===== src/hw/rtl/ter_pkg.sv =====
// Shared types, constants and control-store contents for the tab expansion renderer.
// No dependencies; every other file of the block uses it.

package ter_pkg;

	localparam int MAX_INDENT = 16;
	localparam int IW_W       = 5;                  // indent_width register
	localparam int PH_W       = $clog2(MAX_INDENT); // column phase
	localparam int CHAR_W     = 8;
	localparam int HL_W       = 2;
	localparam int CFG_IDX_W  = 1;
	localparam int CFG_DATA_W = IW_W;
	localparam int PC_W       = 2;

	localparam logic [CHAR_W-1:0] CH_TAB   = 8'h09;
	localparam logic [CHAR_W-1:0] CH_MARK  = 8'h3E;
	localparam logic [CHAR_W-1:0] CH_SUBST = 8'h3F;
	localparam logic [CHAR_W-1:0] CH_SPACE = 8'h20;
	localparam logic [CHAR_W-1:0] CH_TILDE = 8'h7E;

	localparam logic [HL_W-1:0] HL_NORM     = 2'd0;
	localparam logic [HL_W-1:0] HL_TABFILL  = 2'd1;
	localparam logic [HL_W-1:0] HL_SUBST    = 2'd2;

	localparam logic [CFG_IDX_W-1:0] REG_INDENT    = 1'd0;
	localparam logic [CFG_IDX_W-1:0] REG_TABS_MODE = 1'd1;

	localparam logic [IW_W-1:0] INDENT_RST = 5'd4;
	localparam logic [IW_W-1:0] INDENT_MAX = IW_W'(MAX_INDENT);

	typedef logic [PC_W-1:0] pc_t;

	localparam pc_t STEP_FETCH  = 2'd0;
	localparam pc_t STEP_REDUCE = 2'd1;
	localparam pc_t STEP_EMIT   = 2'd2;

	typedef enum logic [1:0] {
		G_NONE,
		G_IN_VALID,
		G_OUT_FREE
	} guard_t;

	typedef enum logic [1:0] {
		C_ALWAYS,
		C_PH_GE_W,
		C_LAST
	} cond_t;

	typedef enum logic [1:0] {
		PH_HOLD,
		PH_LOAD,
		PH_SUB,
		PH_INC
	} ph_op_t;

	typedef struct packed {
		guard_t guard;
		logic   take;
		ph_op_t ph_op;
		logic   emit;
		cond_t  cond;
		pc_t    tgt_t;
		pc_t    tgt_f;
	} ucode_t;

	// actions of the current step, already gated by its guard
	typedef struct packed {
		logic   take;
		ph_op_t ph_op;
		logic   emit;
	} ctrl_t;

	typedef struct packed {
		logic out_free;
		logic ph_ge_w;
		logic last;
	} stat_t;

	// control store: fetch a byte, fold the phase under the width, emit cells
	function automatic ucode_t ter_ucode(input pc_t pc);
		ucode_t w;
		case (pc)
			STEP_REDUCE: begin
				w = '{guard: G_NONE, take: 1'b0, ph_op: PH_SUB, emit: 1'b0,
					cond: C_PH_GE_W, tgt_t: STEP_REDUCE, tgt_f: STEP_EMIT};
			end
			STEP_EMIT: begin
				w = '{guard: G_OUT_FREE, take: 1'b0, ph_op: PH_INC, emit: 1'b1,
					cond: C_LAST, tgt_t: STEP_FETCH, tgt_f: STEP_EMIT};
			end
			default: begin
				w = '{guard: G_IN_VALID, take: 1'b1, ph_op: PH_LOAD, emit: 1'b0,
					cond: C_ALWAYS, tgt_t: STEP_REDUCE, tgt_f: STEP_REDUCE};
			end
		endcase
		return w;
	endfunction

endpackage


===== src/hw/rtl/ter_channels.sv =====
// Valid/ready channel interfaces for source bytes and rendered cells.
// Depends on ter_pkg for field widths.

interface ter_in_if;
	logic                        valid;
	logic                        ready;
	logic [ter_pkg::CHAR_W-1:0]  in_char;
	logic                        first_of_row;

	modport source(output valid, output in_char, output first_of_row, input ready);
	modport sink(input valid, input in_char, input first_of_row, output ready);
endinterface

interface ter_out_if;
	logic                        valid;
	logic                        ready;
	logic [ter_pkg::CHAR_W-1:0]  out_char;
	logic [ter_pkg::HL_W-1:0]    hl_class;
	logic                        last_cell;

	modport source(output valid, output out_char, output hl_class, output last_cell,
		input ready);
	modport sink(input valid, input out_char, input hl_class, input last_cell,
		output ready);
endinterface


===== src/hw/rtl/ter_sequencer.sv =====
// Step counter and control-store lookup: guards, actions and conditional jumps.
// Depends on ter_pkg for the control word and the program.

module ter_sequencer (
	input  logic           clk,
	input  logic           arst_n,
	input  logic           in_valid,
	input  ter_pkg::stat_t stat,
	output logic           in_ready,
	output ter_pkg::ctrl_t ctrl
);

	ter_pkg::pc_t   pc_q;
	ter_pkg::pc_t   pc_next;
	ter_pkg::ucode_t word;
	logic           fire;
	logic           cond_ok;

	assign word     = ter_pkg::ter_ucode(pc_q);
	assign in_ready = word.take;

	always_comb begin
		case (word.guard)
			ter_pkg::G_IN_VALID: fire = in_valid;
			ter_pkg::G_OUT_FREE: fire = stat.out_free;
			default:             fire = 1'b1;
		endcase
	end

	always_comb begin
		case (word.cond)
			ter_pkg::C_PH_GE_W: cond_ok = stat.ph_ge_w;
			ter_pkg::C_LAST:    cond_ok = stat.last;
			default:            cond_ok = 1'b1;
		endcase
	end

	always_comb begin
		if (!fire) begin
			pc_next = pc_q;
		end else if (cond_ok) begin
			pc_next = word.tgt_t;
		end else begin
			pc_next = word.tgt_f;
		end
	end

	always_comb begin
		ctrl.take  = fire & word.take;
		ctrl.emit  = fire & word.emit;
		ctrl.ph_op = fire ? word.ph_op : ter_pkg::PH_HOLD;
	end

	always_ff @(posedge clk or negedge arst_n) begin
		if (!arst_n) begin
			pc_q <= ter_pkg::STEP_FETCH;
		end else begin
			pc_q <= pc_next;
		end
	end

endmodule


===== src/hw/rtl/ter_datapath.sv =====
// Byte holding register, column phase unit, cell selection and output register.
// Depends on ter_pkg for widths, characters and control types.

module ter_datapath (
	input  logic                        clk,
	input  logic                        arst_n,
	input  ter_pkg::ctrl_t              ctrl,
	output ter_pkg::stat_t              stat,
	input  logic [ter_pkg::CHAR_W-1:0]  in_char,
	input  logic                        first_of_row,
	input  logic [ter_pkg::IW_W-1:0]    width,
	input  logic                        tabs_mode,
	input  logic                        out_ready,
	output logic                        out_valid,
	output logic [ter_pkg::CHAR_W-1:0]  out_char,
	output logic [ter_pkg::HL_W-1:0]    hl_class,
	output logic                        last_cell
);

	logic [ter_pkg::CHAR_W-1:0] char_q;
	logic [ter_pkg::PH_W-1:0]   phase_q;
	logic                       first_cell_q;
	logic                       out_valid_q;
	logic [ter_pkg::CHAR_W-1:0] out_char_q;
	logic [ter_pkg::HL_W-1:0]   hl_class_q;
	logic                       last_cell_q;

	logic [ter_pkg::IW_W-1:0]   phase_inc;
	logic                       wrap;
	logic                       is_tab;
	logic                       printable;
	logic [ter_pkg::CHAR_W-1:0] cell_char;
	logic [ter_pkg::HL_W-1:0]   cell_hl;

	assign phase_inc = {1'b0, phase_q} + ter_pkg::IW_W'(1);
	assign wrap      = (phase_inc == width);
	assign is_tab    = (char_q == ter_pkg::CH_TAB);
	assign printable = (char_q >= ter_pkg::CH_SPACE) && (char_q <= ter_pkg::CH_TILDE);

	assign stat.out_free = !out_valid_q || out_ready;
	assign stat.ph_ge_w  = ({1'b0, phase_q} >= width);
	assign stat.last     = !is_tab || wrap;

	always_comb begin
		if (is_tab) begin
			if (tabs_mode) begin
				cell_char = ter_pkg::CH_SPACE;
				cell_hl   = ter_pkg::HL_NORM;
			end else begin
				cell_char = first_cell_q ? ter_pkg::CH_MARK : ter_pkg::CH_SPACE;
				cell_hl   = ter_pkg::HL_TABFILL;
			end
		end else if (printable) begin
			cell_char = char_q;
			cell_hl   = ter_pkg::HL_NORM;
		end else begin
			cell_char = ter_pkg::CH_SUBST;
			cell_hl   = ter_pkg::HL_SUBST;
		end
	end

	always_ff @(posedge clk or negedge arst_n) begin
		if (!arst_n) begin
			phase_q      <= '0;
			first_cell_q <= 1'b0;
			out_valid_q  <= 1'b0;
		end else begin
			case (ctrl.ph_op)
				ter_pkg::PH_LOAD: if (first_of_row) phase_q <= '0;
				ter_pkg::PH_SUB:  if (stat.ph_ge_w) begin
					phase_q <= ter_pkg::PH_W'({1'b0, phase_q} - width);
				end
				ter_pkg::PH_INC:  phase_q <= wrap ? '0 : ter_pkg::PH_W'(phase_inc);
				default:          phase_q <= phase_q;
			endcase
			if (ctrl.take) begin
				first_cell_q <= 1'b1;
			end else if (ctrl.emit) begin
				first_cell_q <= 1'b0;
			end
			if (ctrl.emit) begin
				out_valid_q <= 1'b1;
			end else if (out_ready) begin
				out_valid_q <= 1'b0;
			end
		end
	end

	always_ff @(posedge clk) begin
		if (ctrl.take) begin
			char_q <= in_char;
		end
		if (ctrl.emit) begin
			out_char_q  <= cell_char;
			hl_class_q  <= cell_hl;
			last_cell_q <= stat.last;
		end
	end

	assign out_valid = out_valid_q;
	assign out_char  = out_char_q;
	assign hl_class  = hl_class_q;
	assign last_cell = last_cell_q;

endmodule


===== src/hw/rtl/tab_expand_render_unit.sv =====
// Top level of the tab expansion renderer: configuration registers, sequencer and datapath.
// Depends on ter_pkg, ter_channels, ter_sequencer and ter_datapath.

// Each source byte taken on in_ch becomes one or more display cells on out_ch, one cell
// per transfer, the final cell of a byte flagged by last_cell. A small three-step program
// runs one step a cycle unless a step waits on its guard: fetch the byte, fold the column
// phase under the tab width, then emit cells. An ordinary byte yields one cell and a tab
// one cell per column that it fills; the fold step repeats once for each subtraction needed
// when the indent width has been lowered below the held phase in the middle of a row. The
// emit step stalls while the output register is full and not being taken, and the next byte
// is accepted while the last cell of the previous one still waits on out_ch. Indent width
// 0 behaves as 1 and values above 16 behave as 16. Write configuration only while idle.

module tab_expand_render_unit (
	input  logic                              clk,
	input  logic                              arst_n,
	ter_in_if.sink                            in_ch,
	ter_out_if.source                         out_ch,
	input  logic                              cfg_we,
	input  logic [ter_pkg::CFG_IDX_W-1:0]     cfg_idx,
	input  logic [ter_pkg::CFG_DATA_W-1:0]    cfg_wdata
);

	logic [ter_pkg::IW_W-1:0] indent_q;
	logic                     tabs_mode_q;
	logic [ter_pkg::IW_W-1:0] width;
	ter_pkg::ctrl_t           ctrl;
	ter_pkg::stat_t           stat;

	// cfg registers; user must make writes land only while the block is idle (unchecked)
	always_ff @(posedge clk or negedge arst_n) begin
		if (!arst_n) begin
			indent_q    <= ter_pkg::INDENT_RST;
			tabs_mode_q <= 1'b1;
		end else if (cfg_we) begin
			case (cfg_idx)
				ter_pkg::REG_INDENT:    indent_q    <= cfg_wdata;
				ter_pkg::REG_TABS_MODE: tabs_mode_q <= cfg_wdata[0];
				default:                indent_q    <= indent_q;
			endcase
		end
	end

	// effective tab stop spacing: clamp into 1..MAX_INDENT
	always_comb begin
		if (indent_q == '0) begin
			width = ter_pkg::IW_W'(1);
		end else if (indent_q > ter_pkg::INDENT_MAX) begin
			width = ter_pkg::INDENT_MAX;
		end else begin
			width = indent_q;
		end
	end

	ter_sequencer u_seq (
		.clk      (clk),
		.arst_n   (arst_n),
		.in_valid (in_ch.valid),
		.stat     (stat),
		.in_ready (in_ch.ready),
		.ctrl     (ctrl)
	);

	ter_datapath u_dp (
		.clk          (clk),
		.arst_n       (arst_n),
		.ctrl         (ctrl),
		.stat         (stat),
		.in_char      (in_ch.in_char),
		.first_of_row (in_ch.first_of_row),
		.width        (width),
		.tabs_mode    (tabs_mode_q),
		.out_ready    (out_ch.ready),
		.out_valid    (out_ch.valid),
		.out_char     (out_ch.out_char),
		.hl_class     (out_ch.hl_class),
		.last_cell    (out_ch.last_cell)
	);

endmodule


===== src/flat_wrapper.sv =====
// flat-port wrapper written by rule: the top's interface ports become plain ports
module tab_expand_render_unit_flat 
  (clk, arst_n, cfg_we, cfg_idx, cfg_wdata, in_ch_valid, in_ch_in_char, in_ch_first_of_row, in_ch_ready, out_ch_valid, out_ch_out_char, out_ch_hl_class, out_ch_last_cell, out_ch_ready);
  ter_in_if in_ch_i ();
  ter_out_if out_ch_i ();
  input  logic clk;
  input  logic arst_n;
  input  logic cfg_we;
  input  logic [ter_pkg::CFG_IDX_W-1:0] cfg_idx;
  input  logic [ter_pkg::CFG_DATA_W-1:0] cfg_wdata;
  input wire logic [$bits(in_ch_i.valid)-1:0] in_ch_valid;
  input wire logic [$bits(in_ch_i.in_char)-1:0] in_ch_in_char;
  input wire logic [$bits(in_ch_i.first_of_row)-1:0] in_ch_first_of_row;
  output wire logic [$bits(in_ch_i.ready)-1:0] in_ch_ready;
  output wire logic [$bits(out_ch_i.valid)-1:0] out_ch_valid;
  output wire logic [$bits(out_ch_i.out_char)-1:0] out_ch_out_char;
  output wire logic [$bits(out_ch_i.hl_class)-1:0] out_ch_hl_class;
  output wire logic [$bits(out_ch_i.last_cell)-1:0] out_ch_last_cell;
  input wire logic [$bits(out_ch_i.ready)-1:0] out_ch_ready;
  assign in_ch_i.valid = in_ch_valid;
  assign in_ch_i.in_char = in_ch_in_char;
  assign in_ch_i.first_of_row = in_ch_first_of_row;
  assign in_ch_ready = in_ch_i.ready;
  assign out_ch_valid = out_ch_i.valid;
  assign out_ch_out_char = out_ch_i.out_char;
  assign out_ch_hl_class = out_ch_i.hl_class;
  assign out_ch_last_cell = out_ch_i.last_cell;
  assign out_ch_i.ready = out_ch_ready;
  tab_expand_render_unit u_core (.clk(clk), .arst_n(arst_n), .in_ch(in_ch_i), .out_ch(out_ch_i), .cfg_we(cfg_we), .cfg_idx(cfg_idx), .cfg_wdata(cfg_wdata));
endmodule

===== config.mk =====
export PLATFORM = sky130hd
export DESIGN_NAME = tab_expand_render_unit_flat
export DESIGN_NICKNAME = d
export VERILOG_FILES = /design/src/hw/rtl/ter_pkg.sv /design/src/hw/rtl/ter_channels.sv /design/src/hw/rtl/ter_sequencer.sv /design/src/hw/rtl/ter_datapath.sv /design/src/hw/rtl/tab_expand_render_unit.sv /design/src/flat_wrapper.sv
export SDC_FILE = /design/constraint.sdc
export NUM_CORES = 1
export LEC_CHECK = 0
export BUFFER_PORTS_ARGS = -buffer_cell sky130_fd_sc_hd__buf_2
export CELL_PAD_IN_SITES_DETAIL_PLACEMENT = 1
export CELL_PAD_IN_SITES_GLOBAL_PLACEMENT = 2
export CORE_UTILIZATION = 39
export CTS_BUF_LIST = sky130_fd_sc_hd__clkbuf_16
export CTS_CLUSTER_SIZE = 12
export DETAILED_ROUTE_END_ITERATION = 7
export PLACE_DENSITY = 0.88
export SLEW_MARGIN = 20
export SYNTH_ARGS = -nofsm -noshare
export SYNTH_HDL_FRONTEND = slang
export SYNTH_SLANG_ARGS = --single-unit

===== constraint.sdc =====
create_clock -name clk -period 5.7 [get_ports clk]
set_clock_uncertainty 0.15 [all_clocks]
set_input_delay 1.14 -clock clk [delete_from_list [all_inputs] [get_ports clk]]
set_output_delay 1.14 -clock clk [all_outputs]
set_load 0.03 [all_outputs]

==> implementation parameters, run 1 <==
Parameter                              Value

Detailed routing
  Routed wire length per instance ... between 15 and 20 microns
  Post-DR vias/cell ... between 5 and 6
  Number of design-rule violations left by the first detailed-router iteration ... between 50 and 60
  Detailed-route via count ... 1218
  Number of optimization iterations in the first detailed-route pass ... 4
  Remaining DRCs ... 0
  Post-route ant nets ... 0
  Overall routed net length ... roughly 3700 microns

Critical path
  End of the worst register-to-register path ... u_core.u_dp.phase_q[1]$_DFFE_PN0P_
  Slowest cell on the critical path ... sky130_fd_sc_hd__a221oi_2
  First element of the critical path ... out_ch_ready
  Critical Path Source Type ... input port
  Crit Path Category ... input port to flop
  Buffers and inverters on the worst path ... 1
  Reg2reg setup slack ... around 3.1 ns
  Depth of the most critical reg-to-reg path ... 7
  Cell-by-cell listing of the critical path ... buf_2 > nand2b_1 > a221oi_2 > a221o_1 > a41o_1 > mux2_2
  Slowest stage delay, CP ... 0.58 ns
  Nature of the critical path endpoint ... flop
  Worst path depth ... 6
  Reg-to-reg startpoint ... u_core.indent_q[4]$_DFFE_PN0P_
  Arrival @ worst endpoint ... 2.76 ns
  Crit-path max FO ... 9
  End of the critical path ... u_core.u_dp.phase_q[1]$_DFFE_PN0P_
  Kind of cell with the highest combined delay on the critical path ... compound AO/OA/AOI/OAI gates
  Required time reported for the critical path endpoint ... about 5.7 ns

Finish
  Relative area change from synthesis to final layout ... 20.4%
  Diodes inserted ... 0
  Final core area utilization ... 0.502
  Post-route insts no fill ... ~230
  Storage cell area ... roughly 920 sq um
  Share of layout cells above drive strength 1 ... 0.313
  Filler cell count in the final layout ... 450
  Total number of nets in the final design ... 208
  Area of combinational cells with multiple inputs ... roughly 740 sq um

Power and ir drop
  Static Leak ... around 0.00087 uW
  IR Drop Worst-Case VDD ... 0.174 mV
  Power density over cell area ... between 500 and 600 mW/mm^2
  Overall power of the completed layout ... between 1000 and 1500 uW

Synth
  Distinct cells, synth ... 43
  Number of standard cells after synthesis ... 141
  Flop and latch count out of synthesis ... 33
  Warning count from the yosys run ... 0
  Post-Syn Nets ... roughly 170
  Post-synthesis average cell area ... ~12 sq um
  Sequential area share after synthesis ... 0.538
  Flip-flop cell with the highest count after synthesis ... sky130_fd_sc_hd__edfxtp_1
  Number of synthesized flops with an enable pin ... 19
  Ys async rst share ... 0.424
  Synthesized cell area ... approximately 0.0017 sq mm

Floorplanning
  Count of standard-cell rows ... 23
  Die area ... 0.00467 sq mm
  Count of boundary I/O pins ... 33
  DIE HEIGHT ... around 70 microns
  Starting Density ... 0.417
  Die Width ... 68.3 microns
  Placeable core region ... 0.00412 sq mm

CTS
  H-tree levels ... 2
  Clock transition at the register clock pins on the worst setup and hold paths after CTS ... 0.05 ns
  Post-CTS setup buffer count ... 0
  Clock Sinks ... 33
  Resized cells post-CTS ... 0
  TritonCTS Buffers ... 5
  Buffer type at the clock tree root ... sky130_fd_sc_hd__clkbuf_16
  CTS Hold Buffers Added ... 0
  Clock latency at the later pin of the worst-skew pair ... 0.27 ns
  Clk buf depth ... 2
  TritonCTS clock tree ... yes

Placed design
  Final estimated routing congestion in global placement ... 0.894
  Final HPWL from detailed placement ... 2810 microns
  Placed Cells incl. Taps ... between 200 and 250
  IO Port Bufs ... 32

STA
  Final Max Slew Viols ... 0
  Final total negative setup slack ... 0 ns
  Maximum clock frequency ... 363 MHz
  Setup repair after global routing missed its margin ... no
  Final hold violation count ... 0
  Worst slew slack as a fraction of its limit ... 0.393
  Count of endpoints failing setup in the final report ... 0
  Tmin final ... approximately 2.8 ns
  Share of the clock period used by the worst path after layout ... 0.483
  Actual slew at the worst max-slew pin ... 0.907 ns

GRT
  Initial antenna violation count ... 0
  Overflow left after global routing ... 0
  Maximum number of pins on one net before global-route repair ... 15
  Global router's overall resource usage ... 0.180
  Via count of the first global-routing pass ... about 1300
  First-pass GRT wire length ... roughly 6000 microns

Job
  Total of max-cap violations ... 0

Status
  Outcome ... completed

Worst hold path
  Path type of the worst min-delay path ... flop to flop
Yosys cell counts, types with 2 or more instances:
master                     count  share of area
sky130_fd_sc_hd__inv_1        11          0.024
sky130_fd_sc_hd__nand2b_1      6          0.022
sky130_fd_sc_hd__or2_2         2         0.0073
sky130_fd_sc_hd__o21a_1        2         0.0088
sky130_fd_sc_hd__o21ai_0       7          0.020
sky130_fd_sc_hd__a211oi_1      2         0.0088
sky130_fd_sc_hd__nand2b_4      2          0.016
sky130_fd_sc_hd__a21o_1        3          0.013
sky130_fd_sc_hd__or2_1         2         0.0073
sky130_fd_sc_hd__nand3_1       4          0.012
sky130_fd_sc_hd__nand4_1       3          0.011
sky130_fd_sc_hd__xnor2_1       4          0.020
sky130_fd_sc_hd__o22ai_1       2         0.0073
sky130_fd_sc_hd__dfstp_2       2          0.031
sky130_fd_sc_hd__nand2_1       5          0.011
sky130_fd_sc_hd__dfrtp_1      12           0.18
sky130_fd_sc_hd__nor2b_1       3          0.011
sky130_fd_sc_hd__nor3_1        2         0.0058
sky130_fd_sc_hd__mux2_2        8          0.053
sky130_fd_sc_hd__ha_1          9          0.066
sky130_fd_sc_hd__nor2_1       10          0.022
sky130_fd_sc_hd__edfxtp_1     19           0.33
registers in the layout, indices dropped and copies added (netlist names):
register / count
u_core.u_dp.first_cell_q: 1
u_core.u_dp.out_valid: 1
u_core.u_seq.pc_q: 2
u_core.u_dp.char_q: 8
u_core.u_dp.hl_class: 2
u_core.u_dp.last_cell: 1
u_core.u_dp.out_char: 8
u_core.u_dp.phase_q: 4
u_core.indent_q: 5
u_core.tabs_mode_q: 1
area by class of cell:
type / instances / share of cell area
Sequential cell: 33 / 0.447
Multi-Input combinational cell: 95 / 0.356
Timing Repair Buffer: 32 / 0.0775
Clock buffer: 5 / 0.0606
Tap cell: 50 / 0.0303
Inverter: 11 / 0.0200
Clock inverter: 3 / 0.00848
through the flow:
stage               worst slack [ns]  hold WS, ns  cell area [sq um]
global placement                2.74        0.357               1920
detailed placement              2.67        0.367               1920
global route                    2.80        0.405               2070
finish                          2.95        0.379               2070
CTS                             2.95        0.381               2070
floorplan                       2.99        0.316               1720
worst min-delay path by stage:
stage / startpoint / end / cells after the start
floorplan: u_core.u_dp.first_cell_q$_DFFE_PN0P_ / u_core.u_dp.first_cell_q$_DFFE_PN0P_ / 2
global placement: u_core.indent_q[0]$_DFFE_PN0P_ / u_core.indent_q[0]$_DFFE_PN0P_ / 1
detailed placement: u_core.indent_q[0]$_DFFE_PN0P_ / u_core.indent_q[0]$_DFFE_PN0P_ / 1
CTS: u_core.indent_q[0]$_DFFE_PN0P_ / u_core.indent_q[0]$_DFFE_PN0P_ / 1
global route: u_core.indent_q[0]$_DFFE_PN0P_ / u_core.indent_q[0]$_DFFE_PN0P_ / 1
finish: u_core.indent_q[0]$_DFFE_PN0P_ / u_core.indent_q[0]$_DFFE_PN0P_ / 1
kinds of logic (layout without fill, tap and decap cells):
family,count (synthesis),after routing,synth area share
AO/OA/AOI/OAI,28,28,0.121
multiplexers,8,8,0.0525
other,1,1,0.00219
adder cells (fa/ha/maj),10,10,0.0773
XOR/XNOR,6,6,0.0387
flip-flops,33,33,0.538
buffers and inverters,13,51,0.0328
AND/OR/NAND/NOR,42,42,0.137
layer usage:
layer  GRT usage  wire [microns]  up-vias
met2       0.305            1910       34
met1       0.208            1610      592
li1            -               -      582
met5           0               0        -
met4      0.0807              77        0
met3      0.0533             141       10
worst register-to-register path: cells and delay by family (launching register included):
family / cells / cell delay, ns
simple gates: 2 / 0.35
fa+ha+maj: 1 / 0.31
mux: 1 / 0.36
compound gates: 3 / 0.84
flops: 1 / 0.48
cell usage in the layout, fill, tap and decap left out, drive strengths merged, types with 2 or more instances in the layout:
| master | count |
|---|---|
| nand3 | 4 |
| edfxtp | 19 |
| a211oi | 2 |
| dfstp | 2 |
| ha | 9 |
| nor2 | 10 |
| nor3 | 2 |
| xnor2 | 4 |
| dfrtp | 12 |
| clkbuf | 5 |
| clkinv | 2 |
| nand2 | 5 |
| inv | 11 |
| o21ai | 7 |
| o22ai | 2 |
| or2 | 4 |
| o21a | 2 |
| nand4 | 3 |
| nand2b | 8 |
| a21o | 3 |
| mux2 | 8 |
| nor2b | 3 |
| buf | 32 |
report_power, final:
part           switching [uW]  internal (uW)
sequential               59.8            363
combinational             308            198
clock                    95.3            160
(Power assumes the default switching activity.)
==> inputs of run 2 (changes only) <==
--- a/config.mk
+++ b/config.mk
@@ -8,11 +8,11 @@
 export BUFFER_PORTS_ARGS = -buffer_cell sky130_fd_sc_hd__buf_2
 export CELL_PAD_IN_SITES_DETAIL_PLACEMENT = 1
 export CELL_PAD_IN_SITES_GLOBAL_PLACEMENT = 2
-export CORE_UTILIZATION = 39
+export CORE_UTILIZATION = 32
 export CTS_BUF_LIST = sky130_fd_sc_hd__clkbuf_16
 export CTS_CLUSTER_SIZE = 12
 export DETAILED_ROUTE_END_ITERATION = 7
-export PLACE_DENSITY = 0.88
+export PLACE_DENSITY = 0.78
 export SLEW_MARGIN = 20
 export SYNTH_ARGS = -nofsm -noshare
 export SYNTH_HDL_FRONTEND = slang
==> constraint.sdc (replaced) <==
create_clock -name clk -period 2.4 [get_ports clk]
set_clock_uncertainty 0.15 [all_clocks]
set_input_delay 0.48 -clock clk [delete_from_list [all_inputs] [get_ports clk]]
set_output_delay 0.48 -clock clk [all_outputs]
set_load 0.03 [all_outputs]
==> run 2 against run 1 <==
Clock power rose to 2.8 times the previous value; critical path type is now flop to flop; utilization down 7.5 points; combinational power rose to 2.6 times the previous value; wire length is 2.5% higher; via count grew 3.3%; critical path depth rose by 2; largest cell class unchanged; final cell count increased by 13%; count of clock-buffer cells in the layout unchanged; first-iteration DRC count up 5.4%; cell area up 6.2%.
==> implementation parameters, run 2 (synthesis gave the netlist of run 1 again) <==
Parameter                              Value

STA
  Worst path setup slack after routing ... 0.115 ns (was 2.95 ns)
  Maximum clock frequency ... approximately 440 MHz
  Count of endpoints failing setup in the final report ... 0 (unchanged)
  Tmin final ... roughly 2.3 ns
  Setup repair after global routing missed its margin ... yes (was no)
  Final Max Slew Viols ... 0 (unchanged)
  Final hold violation count ... 0 (unchanged)
  Final total negative setup slack ... 0 ns (unchanged)
  Share of the clock period used by the worst path after layout ... 0.952

Finish
  Post-route insts no fill ... 258 (was 229)
  Total number of nets in the final design ... 217 (was 208)
  Commonest non-fill, non-tap cell in the layout ... sky130_fd_sc_hd__buf_2 (unchanged)
  Filler cell count in the final layout ... 583 (was 450)
  Share of layout cells above drive strength 1 ... 0.351 (was 0.313)
  Final design instance area without fill ... 0.00219 sq mm (was 0.00207 sq mm)
  Relative area change from synthesis to final layout ... 27.9% (was 20.4%)
  Diodes inserted ... 0 (unchanged)
  Commonest cells after routing, fill and taps aside ... sky130_fd_sc_hd__buf_2, sky130_fd_sc_hd__edfxtp_1, sky130_fd_sc_hd__dfrtp_1 (unchanged)
  Final core area utilization ... 0.427 (was 0.502)

Power and ir drop
  IR Drop Worst-Case VDD ... 0.421 mV (was 0.174 mV)
  Flop pwr share ... 0.331 (was 0.357)
  Portion of total power attributed to the clock network ... 0.237 (was 0.215)
  Sw power ... 1110 uW (was 463 uW)
  Part of the total power dissipated in combinational logic ... 0.432 (was 0.427)
  Static Leak ... 0.000918 uW (was 0.000865 uW)
  Internal Pwr Total ... 1900 uW (was 721 uW)
  Power density over cell area ... 1370 mW/mm^2 (was 573 mW/mm^2)
  Sw frac ... 0.369 (was 0.391)

Critical path
  Arrival @ worst endpoint ... 2.30 ns (was 2.76 ns)
  Crit-path max FO ... 3 (was 9)
  Cell-by-cell listing of the critical path ... nor3_1 > nor2_1 > nor2_1 > ha_1 > or2_1 > or2_1 > a32o_1 > mux2_2 (was buf_2 > nand2b_1 > a221oi_2 > a221o_1 > a41o_1 > mux2_2)
  First element of the critical path ... u_core.indent_q[2]$_DFFE_PN1P_ (was out_ch_ready)
  Nature of the critical path endpoint ... flop (unchanged)
  Slowest cell on the critical path ... sky130_fd_sc_hd__dfstp_2 (was sky130_fd_sc_hd__a221oi_2)
  Reg-to-reg startpoint ... u_core.indent_q[2]$_DFFE_PN1P_ (was u_core.indent_q[4]$_DFFE_PN0P_)
  Critical Path Source Type ... flop (was input port)
  Required time reported for the critical path endpoint ... 2.41 ns (was 5.71 ns)
  Crit Path Category ... flop to flop (was input port to flop)
  Slowest stage delay, CP ... 0.54 ns (was 0.58 ns)

Placed design
  Final estimated routing congestion in global placement ... 0.844 (was 0.894)
  Placed Instance Area ... 0.00201 sq mm (was 0.00192 sq mm)
  Pre-CTS setup slack ... 0.0345 ns (was 2.67 ns)
  IO Port Bufs ... 32 (unchanged)
  Final HPWL from detailed placement ... 3070 microns (was 2810 microns)
  Placed Cells incl. Taps ... 249 (was 221)

Detailed routing
  Post-DR vias/cell ... 4.88 (was 5.32)
  Number of optimization iterations in the first detailed-route pass ... 4 (unchanged)
  Detailed-route via count ... 1258 (was 1218)
  Post-route ant nets ... 0 (unchanged)
  Routed wire length per instance ... 14.9 microns (was 16.3 microns)
  Remaining DRCs ... 0 (unchanged)
  Number of design-rule violations left by the first detailed-router iteration ... 59 (was 56)
  Overall routed net length ... 3830 microns (was 3740 microns)

GRT
  Maximum number of pins on one net before global-route repair ... 15 (unchanged)
  First-pass GRT wire length ... 6470 microns (was 5950 microns)
  Initial antenna violation count ... 0 (unchanged)
  Overflow left after global routing ... 0 (unchanged)
  Global router's overall resource usage ... 0.162 (was 0.180)
  Via count of the first global-routing pass ... 1409 (was 1287)

Floorplanning
  DIE HEIGHT ... 75.2 microns (was 68.3 microns)
  Count of standard-cell rows ... 26 (was 23)
  Die area ... 0.00566 sq mm (was 0.00467 sq mm)
  Die Width ... 75.2 microns (was 68.3 microns)
  Starting Density ... 0.334 (was 0.417)
  Count of boundary I/O pins ... 33 (unchanged)
  Placeable core region ... 0.00514 sq mm (was 0.00412 sq mm)

CTS
  Clock transition at the register clock pins on the worst setup and hold paths after CTS ... 0.05 ns (about the same)
  TritonCTS clock tree ... yes (unchanged)
  Clk buf depth ... 2 (unchanged)
  Clock Sinks ... 33 (unchanged)
  Clock latency at the later pin of the worst-skew pair ... 0.28 ns (was 0.27 ns)
  H-tree levels ... 2 (unchanged)
  TritonCTS Buffers ... 5 (unchanged)
  Buffer type at the clock tree root ... sky130_fd_sc_hd__clkbuf_16 (unchanged)

Worst hold path
  Hold_sp ... in_ch_in_char[5] (was u_core.indent_q[0]$_DFFE_PN0P_)
  Path type of the worst min-delay path ... input port to flop (was flop to flop)

Job
  Total of max-cap violations ... 0 (unchanged)

Status
  Outcome ... completed (unchanged)
run 2: layout make-up:
cell class	count	area [sq um]	share of cell area
repair buffers	41	230	0.105
clock inverters	3	41.3	0.0188
flip-flops and latches	33	923	0.421
clock buffers	5	125	0.0570
multi-input cells	95	746	0.340
inverters	11	41.3	0.0188
well taps	70	87.6	0.0399
run 2: path summary, 6_finish.rpt:
path,endpoint,slack [ns],cells past startpoint
max,u_core.u_dp.phase_q[1]$_DFFE_PN0P_,0.11,8
min,u_core.u_dp.char_q[5]$_DFFE_PP_,0.22,1
max reg2reg,u_core.u_dp.phase_q[1]$_DFFE_PN0P_,0.11,8
min reg2reg,u_core.u_dp.first_cell_q$_DFFE_PN0P_,0.36,2
max in group asynchronous,u_core.tabs_mode_q$_DFFE_PN1P_,1.31,2
min in group asynchronous,u_core.u_dp.phase_q[3]$_DFFE_PN0P_,0.49,2
run 2: power by group through the flow:
stage               Sequential, uW  Clock, uW  Combinational (uW)
floorplan                     1060          0                 822
finish                         997        712                1300
detailed placement            1010          0                1280
CTS                            998        730                1300
global placement               989          0                1230
global route                  1020        762                1450
run 2: metal layers:
metal	share of wire	track usage
met5	0	0
met4	0.024	0.0823
met3	0.041	0.0522
met2	0.51	0.284
met1	0.42	0.176
run 2: timing repair:
action	4_1_cts	5_1_grt
hold endpoints to repair	12	0
buffers inserted	0	0
resized for setup	0	4
hold buffers	1	0
endpoints found under the setup margin	0	6
run 2: through the flow:
stage	power [uW]	hold WS (ns)
6_report	3010	0.225
5_1_grt	3230	0.214
4_1_cts	3020	0.221
3_5_place_dp	2290	0.258
3_3_place_gp	2210	0.259
2_1_floorplan	1880	0.0344
run 2: worst max-delay path: cells and delay by family, from the launching register on:
family                     cells  cell delay (ns)
and+or+nand+nor                5             0.67
muxes                          1             0.25
DFF                            1             0.54
AOI/OAI and AO/OA              1             0.25
adders and majority gates      1             0.30
==> inputs of run 3 (changes only) <==
--- a/config.mk
+++ b/config.mk
@@ -5,7 +5,7 @@
 export SDC_FILE = /design/constraint.sdc
 export NUM_CORES = 1
 export LEC_CHECK = 0
-export BUFFER_PORTS_ARGS = -buffer_cell sky130_fd_sc_hd__buf_2
+export BUFFER_PORTS_ARGS = -buffer_cell sky130_fd_sc_hd__clkbuf_2
 export CELL_PAD_IN_SITES_DETAIL_PLACEMENT = 1
 export CELL_PAD_IN_SITES_GLOBAL_PLACEMENT = 2
 export CORE_UTILIZATION = 32
==> run 3 against run 2 <==
Count of clock-buffer cells in the layout stayed put; fmax grew 0.13%; cell area down 0.28%; utilization fell by 0.12 points; critical path type unchanged; wire length down 1.3%; final cell count unchanged; worst setup slack better by 0.0029 ns; non-clock buffer count stayed put; highest routed layer unchanged.
==> implementation parameters, run 3 (synthesis gave the netlist of run 1 again) <==
Parameter                              Value

Status
  Outcome ... completed (unchanged)

Critical path
  Crit Path Category ... flop to flop (unchanged)
  Critical Path Source Type ... flop (unchanged)
  Slowest stage delay, CP ... 0.54 ns (about the same)
  Nature of the critical path endpoint ... flop (unchanged)
  Reg-to-reg startpoint ... u_core.indent_q[2]$_DFFE_PN1P_ (unchanged)
  End of the critical path ... u_core.u_dp.phase_q[1]$_DFFE_PN0P_ (unchanged)
  Crit-path max FO ... 3 (unchanged)
  Slowest cell on the critical path ... sky130_fd_sc_hd__dfstp_2 (unchanged)
  Arrival @ worst endpoint ... 2.29 ns (was 2.30 ns)
  First element of the critical path ... u_core.indent_q[2]$_DFFE_PN1P_ (unchanged)
  Required time reported for the critical path endpoint ... 2.41 ns (about the same)
  End of the worst register-to-register path ... u_core.u_dp.phase_q[1]$_DFFE_PN0P_ (unchanged)
  Reg2reg setup slack ... 0.12 ns (was 0.11 ns)
  Cell-by-cell listing of the critical path ... nor3_1 > nor2_1 > nor2_1 > ha_1 > or2_1 > or2_1 > a32o_1 > mux2_2 (unchanged)
  Depth of the most critical reg-to-reg path ... 8 (unchanged)

CTS
  Clock latency at the later pin of the worst-skew pair ... 0.27 ns (was 0.28 ns)
  Clock Sinks ... 33 (unchanged)
  Clock transition at the register clock pins on the worst setup and hold paths after CTS ... 0.05 ns (about the same)
  Clk buf depth ... 2 (unchanged)
  TritonCTS Buffers ... 5 (unchanged)
  Buffer type at the clock tree root ... sky130_fd_sc_hd__clkbuf_16 (unchanged)
  TritonCTS clock tree ... yes (unchanged)
  Post-CTS setup buffer count ... 0 (unchanged)
  H-tree levels ... 2 (unchanged)

Finish
  Diodes inserted ... 0 (unchanged)
  Total number of nets in the final design ... 217 (unchanged)
  Share of layout cells above drive strength 1 ... 0.346 (was 0.351)
  Commonest non-fill, non-tap cell in the layout ... sky130_fd_sc_hd__clkbuf_2 (was sky130_fd_sc_hd__buf_2)
  Storage cell area ... 923 sq um (unchanged)
  Commonest cells after routing, fill and taps aside ... sky130_fd_sc_hd__clkbuf_2, sky130_fd_sc_hd__edfxtp_1, sky130_fd_sc_hd__inv_1, sky130_fd_sc_hd__dfrtp_1, sky130_fd_sc_hd__nor2_1 (was sky130_fd_sc_hd__buf_2, sky130_fd_sc_hd__edfxtp_1, sky130_fd_sc_hd__dfrtp_1)
  Final core area utilization ... 0.426 (was 0.427)
  Area of combinational cells with multiple inputs ... 742 sq um (was 746 sq um)
  Post-route insts no fill ... 258 (unchanged)
  Relative area change from synthesis to final layout ... 27.6% (was 27.9%)
  Filler cell count in the final layout ... 581 (was 583)

STA
  Actual slew at the worst max-slew pin ... 0.489 ns
  Count of endpoints failing setup in the final report ... 0 (unchanged)
  Maximum clock frequency ... 438 MHz (about the same)
  Worst slew slack as a fraction of its limit ... 0.670
  Final Max Slew Viols ... 0 (unchanged)
  Share of the clock period used by the worst path after layout ... 0.951 (was 0.952)
  Final total negative setup slack ... 0 ns (unchanged)
  Final hold violation count ... 0 (unchanged)
  Tmin final ... 2.28 ns (was 2.29 ns)

GRT
  Met3 Track Usage GR ... 0.0442 (was 0.0522)
  Global routing met1 resource utilization ... 0.172 (was 0.176)
  Busiest layer in global routing ... met2 (unchanged)
  Initial antenna violation count ... 0 (unchanged)
  Overflow left after global routing ... 0 (unchanged)
  Maximum number of pins on one net before global-route repair ... 15 (unchanged)
  Via count of the first global-routing pass ... 1344 (was 1409)
  GR met2 Demand/Resource ... 0.285 (was 0.284)
  First-pass GRT wire length ... 6290 microns (was 6470 microns)
  Global router's overall resource usage ... 0.156 (was 0.162)

Power and ir drop
  Part of the total power dissipated in combinational logic ... 0.432 (about the same)
  Portion of total power attributed to the clock network ... 0.236 (was 0.237)
  Power density over cell area ... 1370 mW/mm^2 (about the same)
  Sw frac ... 0.367 (was 0.369)
  Static Leak ... 0.000934 uW (was 0.000918 uW)
  Overall power of the completed layout ... 2990 uW (was 3010 uW)
  Flop pwr share ... 0.332 (was 0.331)
  IR Drop Worst-Case VDD ... 0.390 mV (was 0.421 mV)
  Internal Pwr Total ... 1890 uW (was 1900 uW)
  Sw power ... 1100 uW (was 1110 uW)

Detailed routing
  Post-route ant nets ... 0 (unchanged)
  Number of optimization iterations in the first detailed-route pass ... 4 (unchanged)
  Remaining DRCs ... 0 (unchanged)
  Post-DR vias/cell ... 4.79 (was 4.88)
  Overall routed net length ... 3780 microns (was 3830 microns)
  Number of design-rule violations left by the first detailed-router iteration ... 40 (was 59)
  Detailed-route via count ... 1237 (was 1258)
  Routed wire length per instance ... 14.7 microns (was 14.9 microns)

Floorplanning
  Die area ... 0.00566 sq mm (unchanged)
  Count of standard-cell rows ... 26 (unchanged)
  Placeable core region ... 0.00514 sq mm (unchanged)
  Die Width ... 75.2 microns (unchanged)
  DIE HEIGHT ... 75.2 microns (unchanged)
  Count of boundary I/O pins ... 33 (unchanged)
  Starting Density ... 0.334 (unchanged)

Placed design
  Final estimated routing congestion in global placement ... 0.851 (was 0.844)
  IO Port Bufs ... 32 (unchanged)
  Placed Cells incl. Taps ... 249 (unchanged)
  Final HPWL from detailed placement ... 3010 microns (was 3070 microns)

Job
  Total of max-cap violations ... 0 (unchanged)

Worst hold path
  Path type of the worst min-delay path ... input port to flop (unchanged)
## run 3: repair_timing
action                                 4_1_cts  5_1_grt
setup endpoints to repair                    0        6
gates resized for setup                      0        4
endpoints found under the hold margin       12        0
hold buffers                                 1        0
## run 3: cell type report
cell class	count	share of cell area
well taps	70	0.0400
multi-input cells	95	0.339
inverters	11	0.0189
clock buffers	5	0.0572
repair buffers	41	0.105
clock inverters	3	0.0177
flip-flops and latches	33	0.422
## run 3: critical path, delay by kind of cell, from the launching register on
family | cells | cell delay (ns)
multiplexers | 1 | 0.25
flip-flops | 1 | 0.54
AND/OR/NAND/NOR | 5 | 0.68
adder cells (fa/ha/maj) | 1 | 0.30
AO/OA/AOI/OAI | 1 | 0.24
## run 3: per-stage QoR
step           setup WS [ns]  hold WS (ns)  area, sq um
3_5_place_dp          0.0271         0.275         2010
3_3_place_gp          0.0856         0.271         2010
4_1_cts               0.0155         0.221         2180
5_1_grt              -0.0135         0.222         2190
2_1_floorplan         0.0479        0.0344         1720
6_report               0.118         0.228         2190
## run 3: power by group through the flow
stage	clock [uW]	combinational, uW	sequential [uW]
2_1_floorplan	0	822	1060
3_3_place_gp	0	1220	991
3_5_place_dp	0	1280	1010
4_1_cts	729	1290	995
5_1_grt	750	1450	1020
6_report	706	1290	992
## run 3: worst min-delay path by stage
stage / start / to / slack (ns) / cells after the start
floorplan: arst_n / u_core.indent_q[0]$_DFFE_PN0P_ / 0.03 / 0
global placement: arst_n / u_core.u_dp.phase_q[2]$_DFFE_PN0P_ / 0.27 / 1
detailed placement: arst_n / u_core.u_dp.phase_q[1]$_DFFE_PN0P_ / 0.28 / 1
CTS: in_ch_in_char[1] / u_core.u_dp.char_q[1]$_DFFE_PP_ / 0.22 / 1
global route: in_ch_in_char[2] / u_core.u_dp.char_q[2]$_DFFE_PP_ / 0.22 / 1
finish: in_ch_in_char[1] / u_core.u_dp.char_q[1]$_DFFE_PP_ / 0.23 / 1
## run 3: metal layers
metal,share of wire,vias to the layer above
li1,-,604
met1,0.43,595
met2,0.52,32
met3,0.035,6
met4,0.017,0
met5,0,-
